[src/sv/eas_pkg.sv]
package eas_pkg;

    // default geometry
    localparam int COLUMNS_DEFAULT        = 64;
    localparam int ROWS_DEFAULT           = 256;
    localparam int CHANNELS_DEFAULT       = 16;
    localparam int MAX_ITERATIONS_DEFAULT = 1000;

    // register widths
    localparam int RULE_W      = 8;
    localparam int INIT_ROW_W  = 64;
    localparam int ITER_W      = 10;
    localparam int FRAME_X_W   = 7;
    localparam int FRAME_Y_W   = 9;
    localparam int FRAME_W_W   = 7;
    localparam int FRAME_H_W   = 9;
    localparam int CFG_INDEX_W = 3;
    localparam int CFG_DATA_W  = 64;

    localparam logic [RULE_W-1:0] RULE_RESET = 8'd30;

    // divider operand width for the small side
    localparam int DIVISOR_W = 8;

    typedef enum logic [CFG_INDEX_W-1:0] {
        REG_RULE       = 3'd0,
        REG_INIT_ROW   = 3'd1,
        REG_SHORT_RING = 3'd2,
        REG_ITERATIONS = 3'd3,
        REG_FRAME_X    = 3'd4,
        REG_FRAME_Y    = 3'd5,
        REG_FRAME_W    = 3'd6,
        REG_FRAME_H    = 3'd7
    } cfg_index_t;

    typedef enum logic [2:0] {
        KIND_GENERATE = 3'd0,
        KIND_FLIP_H   = 3'd1,
        KIND_FLIP_V   = 3'd2,
        KIND_RESTART  = 3'd3,
        KIND_SAMPLE   = 3'd4
    } kind_t;

    typedef struct packed {
        logic [2:0] kind;
        logic [3:0] channel;
        logic       clock_high;
        logic [4:0] channel_count;
    } item_t;

    typedef struct packed {
        logic [3:0] out_channel;
        logic       gate;
        logic       trigger;
        logic       end_of_sequence;
    } result_t;

    typedef enum logic [4:0] {
        OP_NONE,
        OP_LOAD,
        OP_GEN_INIT,
        OP_GEN_STEP,
        OP_FH_READ,
        OP_FH_WRITE,
        OP_FV_READ_A,
        OP_FV_READ_B,
        OP_FV_WRITE_A,
        OP_FV_WRITE_B,
        OP_RS_ZERO,
        OP_RS_DIV,
        OP_RS_TAKE,
        OP_RS_POS,
        OP_SM_DIV,
        OP_SM_TAKE,
        OP_SM_STEP,
        OP_POS_DIV,
        OP_SM_READ,
        OP_SM_BIT,
        OP_RESULT
    } dp_op_t;

    typedef struct packed {
        dp_op_t op;
    } dp_cmd_t;

    typedef struct packed {
        logic gen_last;
        logic row_last;
        logic pair_last;
        logic count_zero;
        logic div_busy;
        logic chan_last;
        logic sample_ok;
        logic frame_empty;
    } dp_status_t;

endpackage

[src/sv/eas_controller.sv]
module eas_controller (
    input  logic                clk,
    input  logic                rst_n,
    input  logic                item_valid,
    input  eas_pkg::item_t      item,
    output logic                item_stall,
    output logic                result_valid,
    input  logic                result_stall,
    input  eas_pkg::dp_status_t status,
    output eas_pkg::dp_cmd_t    cmd
);
    import eas_pkg::*;

    typedef enum logic [4:0] {
        ST_IDLE,
        ST_GEN_INIT,
        ST_GEN_RUN,
        ST_FH_RD,
        ST_FH_WR,
        ST_FV_RA,
        ST_FV_RB,
        ST_FV_WA,
        ST_FV_WB,
        ST_RS_START,
        ST_RS_WAIT,
        ST_RS_TAKE,
        ST_RS_POS,
        ST_SM_CHECK,
        ST_SM_WAIT,
        ST_SM_TAKE,
        ST_SM_STEP,
        ST_SM_PDIV,
        ST_SM_PWAIT,
        ST_SM_READ,
        ST_SM_BIT,
        ST_SM_OUT
    } state_t;

    state_t state_reg;
    state_t state_next;
    logic   result_valid_reg;
    logic   result_valid_next;
    dp_op_t op;

    // next state and datapath command
    always_comb
    begin
        state_next        = state_reg;
        op                = OP_NONE;
        result_valid_next = result_valid_reg && result_stall;
        unique case (state_reg)
            ST_IDLE:
            begin
                if (item_valid)
                begin
                    op = OP_LOAD;
                    case (kind_t'(item.kind))
                        KIND_GENERATE: state_next = ST_GEN_INIT;
                        KIND_FLIP_H:   state_next = ST_FH_RD;
                        KIND_FLIP_V:   state_next = ST_FV_RA;
                        KIND_RESTART:  state_next = ST_RS_START;
                        KIND_SAMPLE:   state_next = ST_SM_CHECK;
                        default:       state_next = ST_IDLE;
                    endcase
                end
            end
            ST_GEN_INIT:
            begin
                op         = OP_GEN_INIT;
                state_next = ST_GEN_RUN;
            end
            ST_GEN_RUN:
            begin
                op = OP_GEN_STEP;
                if (status.gen_last)
                begin
                    state_next = ST_IDLE;
                end
            end
            ST_FH_RD:
            begin
                op         = OP_FH_READ;
                state_next = ST_FH_WR;
            end
            ST_FH_WR:
            begin
                op         = OP_FH_WRITE;
                state_next = status.row_last ? ST_IDLE : ST_FH_RD;
            end
            ST_FV_RA:
            begin
                op         = OP_FV_READ_A;
                state_next = ST_FV_RB;
            end
            ST_FV_RB:
            begin
                op         = OP_FV_READ_B;
                state_next = ST_FV_WA;
            end
            ST_FV_WA:
            begin
                op         = OP_FV_WRITE_A;
                state_next = ST_FV_WB;
            end
            ST_FV_WB:
            begin
                op         = OP_FV_WRITE_B;
                state_next = status.pair_last ? ST_IDLE : ST_FV_RA;
            end
            ST_RS_START:
            begin
                if (status.count_zero)
                begin
                    op         = OP_RS_ZERO;
                    state_next = ST_IDLE;
                end
                else
                begin
                    op         = OP_RS_DIV;
                    state_next = ST_RS_WAIT;
                end
            end
            ST_RS_WAIT:
            begin
                if (!status.div_busy)
                begin
                    state_next = ST_RS_TAKE;
                end
            end
            ST_RS_TAKE:
            begin
                op         = OP_RS_TAKE;
                state_next = ST_RS_POS;
            end
            ST_RS_POS:
            begin
                op = OP_RS_POS;
                if (status.chan_last)
                begin
                    state_next = ST_IDLE;
                end
            end
            ST_SM_CHECK:
            begin
                if (status.sample_ok)
                begin
                    op         = OP_SM_DIV;
                    state_next = ST_SM_WAIT;
                end
                else
                begin
                    state_next = ST_IDLE;
                end
            end
            ST_SM_WAIT:
            begin
                if (!status.div_busy)
                begin
                    state_next = ST_SM_TAKE;
                end
            end
            ST_SM_TAKE:
            begin
                op         = OP_SM_TAKE;
                state_next = ST_SM_STEP;
            end
            ST_SM_STEP:
            begin
                op         = OP_SM_STEP;
                state_next = status.frame_empty ? ST_SM_OUT : ST_SM_PDIV;
            end
            ST_SM_PDIV:
            begin
                op         = OP_POS_DIV;
                state_next = ST_SM_PWAIT;
            end
            ST_SM_PWAIT:
            begin
                if (!status.div_busy)
                begin
                    state_next = ST_SM_READ;
                end
            end
            ST_SM_READ:
            begin
                op         = OP_SM_READ;
                state_next = ST_SM_BIT;
            end
            ST_SM_BIT:
            begin
                op         = OP_SM_BIT;
                state_next = ST_SM_OUT;
            end
            ST_SM_OUT:
            begin
                if (!result_valid_reg || !result_stall)
                begin
                    op                = OP_RESULT;
                    result_valid_next = 1'b1;
                    state_next        = ST_IDLE;
                end
            end
            default:
            begin
                state_next = ST_IDLE;
            end
        endcase
    end

    // state and output valid
    always_ff @(posedge clk or negedge rst_n)
    begin
        if (!rst_n)
        begin
            state_reg        <= ST_IDLE;
            result_valid_reg <= 1'b0;
        end
        else
        begin
            state_reg        <= state_next;
            result_valid_reg <= result_valid_next;
        end
    end

    assign cmd.op       = op;
    assign item_stall   = (state_reg != ST_IDLE);
    assign result_valid = result_valid_reg;

endmodule

[config.mk]
export PLATFORM = sky130hd
export DESIGN_NAME = eas_controller
export DESIGN_NICKNAME = d
export VERILOG_FILES = /design/src/sv/eas_pkg.sv /design/src/sv/eas_controller.sv
export SDC_FILE = /design/constraint.sdc
export NUM_CORES = 1
export LEC_CHECK = 0
export CAP_MARGIN = 20
export CORE_MARGIN = 8
export CORE_UTILIZATION = 30
export CTS_CLUSTER_DIAMETER = 100
export CTS_CLUSTER_SIZE = 25
export DETAILED_ROUTE_END_ITERATION = 16
export DONT_BUFFER_PORTS = 1
export GPL_ROUTABILITY_DRIVEN = 0
export HOLD_SLACK_MARGIN = 0.06
export PLACE_DENSITY_LB_ADDON = 0.1
export SYNTH_ARGS = -nofsm -noshare
export SYNTH_HDL_FRONTEND = slang
export SYNTH_SLANG_ARGS = --single-unit
export TNS_END_PERCENT = 5
[constraint.sdc]
create_clock -name clk -period 2 [get_ports clk]
set_input_delay 0.1 -clock clk [delete_from_list [all_inputs] [get_ports clk]]
set_output_delay 0.1 -clock clk [all_outputs]
set_load 0.02 [all_outputs]
## Yosys cells after proc, flatten, opt, wreduce, memory -nomap -nowiden

Index checks and enable logic that the tools add are counted.

| operators by class | value |
|---|---|
| eq/ne operators | 32 |
| muxes and demuxes | 20 |
| reduce and logical (&&, ||, !) cells | 8 |

Operator list:

| kind | count |
|---|---|
| $pmux 5 s22 | 1 |
| $pmux 5 s19 | 1 |
| $eq 5x4->1 const B | 8 |
| $mux 5 | 8 |
| $eq 5x5->1 const B | 6 |
| $eq 5x3->1 const B | 4 |
| $pmux 4 s5 | 1 |
| $ne 2x2->1 const B | 7 |
| $eq 5x2->1 const B | 2 |
| $mux 4 | 2 |
| $reduce_and 7->1 | 1 |
| $eq 3x2->1 const B | 2 |
| $mux 3 | 2 |
| $eq 5x1->1 const B | 1 |
| $logic_not 5->1 | 1 |
| $reduce_bool 5->1 | 1 |
| $mux 1 | 4 |
| $eq 3x1->1 const B | 1 |
| $eq 3x3->1 const B | 1 |
| $logic_not 3->1 | 1 |
| $logic_not 1->1 | 2 |
| $mux 2 | 1 |
| $logic_and 1x1->1 | 1 |
| $logic_or 1x1->1 | 1 |

| storage, ports and cells | value |
|---|---|
| register bits | 6 |
| input bits | 25 |
| output and inout port bits | 7 |
| word-level logic and storage cells | 62 |

## Longest topological paths before layout

| logic depth | value |
|---|---|
| depth after elaboration | 4 |
| gate-level depth with buffers | 7 |
| depth with buffers taken out | 5 |

## Least setup slack after synthesis

No wires, ideal clock.

| timing | value |
|---|---|
| path kind | register to output |
| from | reg state_reg[1] |
| to | out cmd[3] in the netlist's numbering |
| data arrival time | 1,923 ps |
| required time | 1,900 ps |
| slack | -23 ps |
| cell stages (with the launch flop) | 6 |
| path buffers | 3 |
| path through | dfrtp_1 > buf_6 > buf_6 > buf_2 > nor3_1 > a2111oi_0 |

RTL lines:

| item | RTL line | RTL |
|---|---|---|
| start, declared | eas_controller.sv:39 | `state_t state_reg;` |
| start signal, assigned | eas_controller.sv:220 | `state_reg <= state_next;` |
| end, declared | eas_controller.sv:10 | `output eas_pkg::dp_cmd_t cmd` |

==> results.md <==
- Largest net degree at the start of global routing: 24
- Worst-path fanout max: 14
- #FFs+latches synth: 6
- Worst path bufs/invs: 1
- CP most frequent cell: o21ai_0
- Chip height: 68.75 um
- Share of cells above drive strength 1: 24.79%
- Power per cell area: 1725 nW/um^2
- Antenna violations before repair: 0
- Post-Synth XOR/XNOR Area: 1.049%
- Largest family of logic cells by synthesized area: compound AO/OA/AOI/OAI gates
- Synth Area in Simple Gates: 27.14%
- Setup TNS: 0 ns
- Synth Area in Adders: 0%
- Mapped Area: 834.6 um^2
- Synthesized net count: 136
- Starting Density: 30.79%
- VDD IR max: 0.0005801 V
- Nets: 144
- IO Count: 32
- Post-synthesis area per instance: 7.518 um^2
- Area Growth Syn to Fin: 14.09%
- Status: finished, final reports clean
- Setup Skew: 0.0003257 ns
- Number of port buffers: 0
- WHS Path Cells: 2
- Clk Tree Root Cell: clkbuf_4
- Reg2reg path depth: 6
- Fin worst setup slack: 0.1392 ns
- Actual slew at the worst max-slew pin: 0.4452 ns
- Final worst path period need: 1.861 ns
- Worst Min Path Start: result_stall
- Mux share of post-synthesis cell area: 2.999%
- Crit. Startpoint: state_reg[0]
- Diodes inserted: 0
- Critical path type: reg2out
- Fmax: 537.4 MHz
- Total global routing overflow: 0
- RSZ-0062 raised after global routing: no
- Detailed Route Iter0 Violations: 55
- Design area: 952.2 um^2
- Pre-Repair DR Iteration Count: 4
- CP cell instances: and2b_2 -> o21ai_0 -> a221o_1 -> o21ai_0 -> buf_4
- Synth Flop Type: dfrtp_1
- Largest register FFs: 5
- Most frequent cells in the layout: a21oi_1, buf_4, nand2_1
- Final setup vio count: 0
- Final hold violation count: 0
- HP Class: in2reg
- Reg-to-reg endpoint: state_reg[2]
- Clk sink count: 6
- Placed cell count: 143
- Final slew viol count: 0
- P_leak: 0.3590 nW
- DRT Wirelength: 2489 um
- Fin cells: 148
- CP arrival: 1.76 ns
- Synth Area in Compound Gates: 40.93%
- Max Cap Viol: 0
- Post-DRT Antenna Nets: 0
- Vias in the first global route: 836
- Startpoint types: flop
- Dpl cell area: 897.1 um^2
- Reg2reg setup slack: 0.29 ns
- Max H-tree Level: 1
- Multi-input gate area: 605.6 um^2
- Max incr delay on CP: 0.49 ns
- Cells after Synth: 111
- # Post-CTS Setup Buffers: 0
- Post-synth EDFFs: 0
- Post-synth ARST share: 100.0%
- # DRC: 0
- Tcrit/Tclk final: 93.04%
- Total track usage: 10.93%
- Num CTS Buffers: 3
- Worst path top cell family by delay: compound AO/OA/AOI/OAI gates
- CP required: 1.90 ns
- Critical R2R Launch: state_reg[3]
- Skew-Pair Late Insertion Delay: 0.24 ns
- Pre-CTS setup slack: 0.3207 ns
- Relative slew slack: 70.21%
- FILL cells: 316
- CTS tree: built
- Clock-pin slew on the worst setup and hold paths: 0.04 ns
- Seq/Total Area, Yosys: 17.99%
- Die width: 68.75 um
- WHS Endpoint: state_reg[0]
- First-pass GRT wire length: 4008 um
- Area of the core: 2710 um^2
- # rows: 19
- Reg area: 152.6 um^2
- Total die area: 4726 um^2
- Distinct cells, synth: 46
- CP Capture Type: output port
- Power, Total: 1.643 mW
- DR vias: 882
- Max Root-Sink Buffers: 2
- Vias/cell: 5.959
- DR WL/cell: 16.82 um
- Synth warn: 0
- Hpwl dp: 1902 um
- CP max stage cell: dfrtp_2
==> logic make-up after synthesis <==
logic type / count (synthesis)
buf+inv: 15
compound gates: 49
mux: 2
flops: 6
xor+xnor: 1
simple gates: 38
==> cell usage after synthesis (3+ instances only) <==
library cell,n,area (um^2)
a21oi_1,11,55.05
nand2_1,10,37.54
o21ai_0,9,45.04
a31oi_1,6,37.54
buf_2,6,30.03
dfrtp_1,6,150.1
nor2b_1,5,31.28
inv_1,4,15.01
a21boi_0,3,22.52
nand2b_1,3,18.77
nor2_1,3,11.26
==> worst reg2reg max path: stages, from the launching register on <==
cell,delay [ns]
dfrtp_1,0.50
buf_4,0.23
nor3_2,0.20
nand2_1,0.10
o32a_1,0.35
a31oi_1,0.17
a21o_1,0.10
==> per-layer routing <==
| layer | vias up | GRT usage, % | share of wire [%] | wire length [um] |
|---|---|---|---|---|
| li1 | 439 | - | - | - |
| met2 | 40 | 16.14 | 44 | 1102 |
| met4 | 0 | 1.504 | 0.76 | 19 |
| met5 | - | 0 | 0 | 0 |
| met1 | 399 | 14.86 | 45 | 1115 |
| met3 | 4 | 4.523 | 10 | 251 |
==> power breakdown <==
| part | total [mW] | switching [mW] | internal [mW] |
|---|---|---|---|
| registers | 0.274 | 0.103 | 0.171 |
| logic | 1.26 | 0.713 | 0.546 |
| clock network | 0.110 | 0.0418 | 0.0677 |
| total | 1.64 | 0.857 | 0.785 |
==> how the worst max path moves through the flow <==
stage,slack (ns),cells past startpoint,end
finish,0.14,5,cmd[2]
global route,0.004,6,cmd[2]
CTS,0.06,5,cmd[2]
detailed placement,0.32,6,state_reg[2]
global placement,0.26,5,cmd[2]
floorplan,0.22,5,cmd[3]
==> repair_timing <==
action	in CTS	in global routing
endpoints found under the hold margin	7	0
setup endpoints to repair	0	1
resized for setup	0	5
hold buffers	2	0
==> stage by stage <==
step,utilization (%),hold WS (ns)
2_1_floorplan,-,-0.1956
3_3_place_gp,33.10,-0.1954
3_5_place_dp,33.10,-0.1954
4_1_cts,34.67,0.1263
5_1_grt,35.13,0.1522
6_report,35.13,0.1198
==> area by class of cell <==
type / count / area share, %
Clock buffer: 3 / 2.365
Inverter: 4 / 1.971
Multi-Input combinational cell: 90 / 63.60
Sequential cell: 6 / 16.03
Tap cell: 31 / 4.074
Timing Repair Buffer: 14 / 11.96
Note: power is estimated with default switching activity, not from simulation.
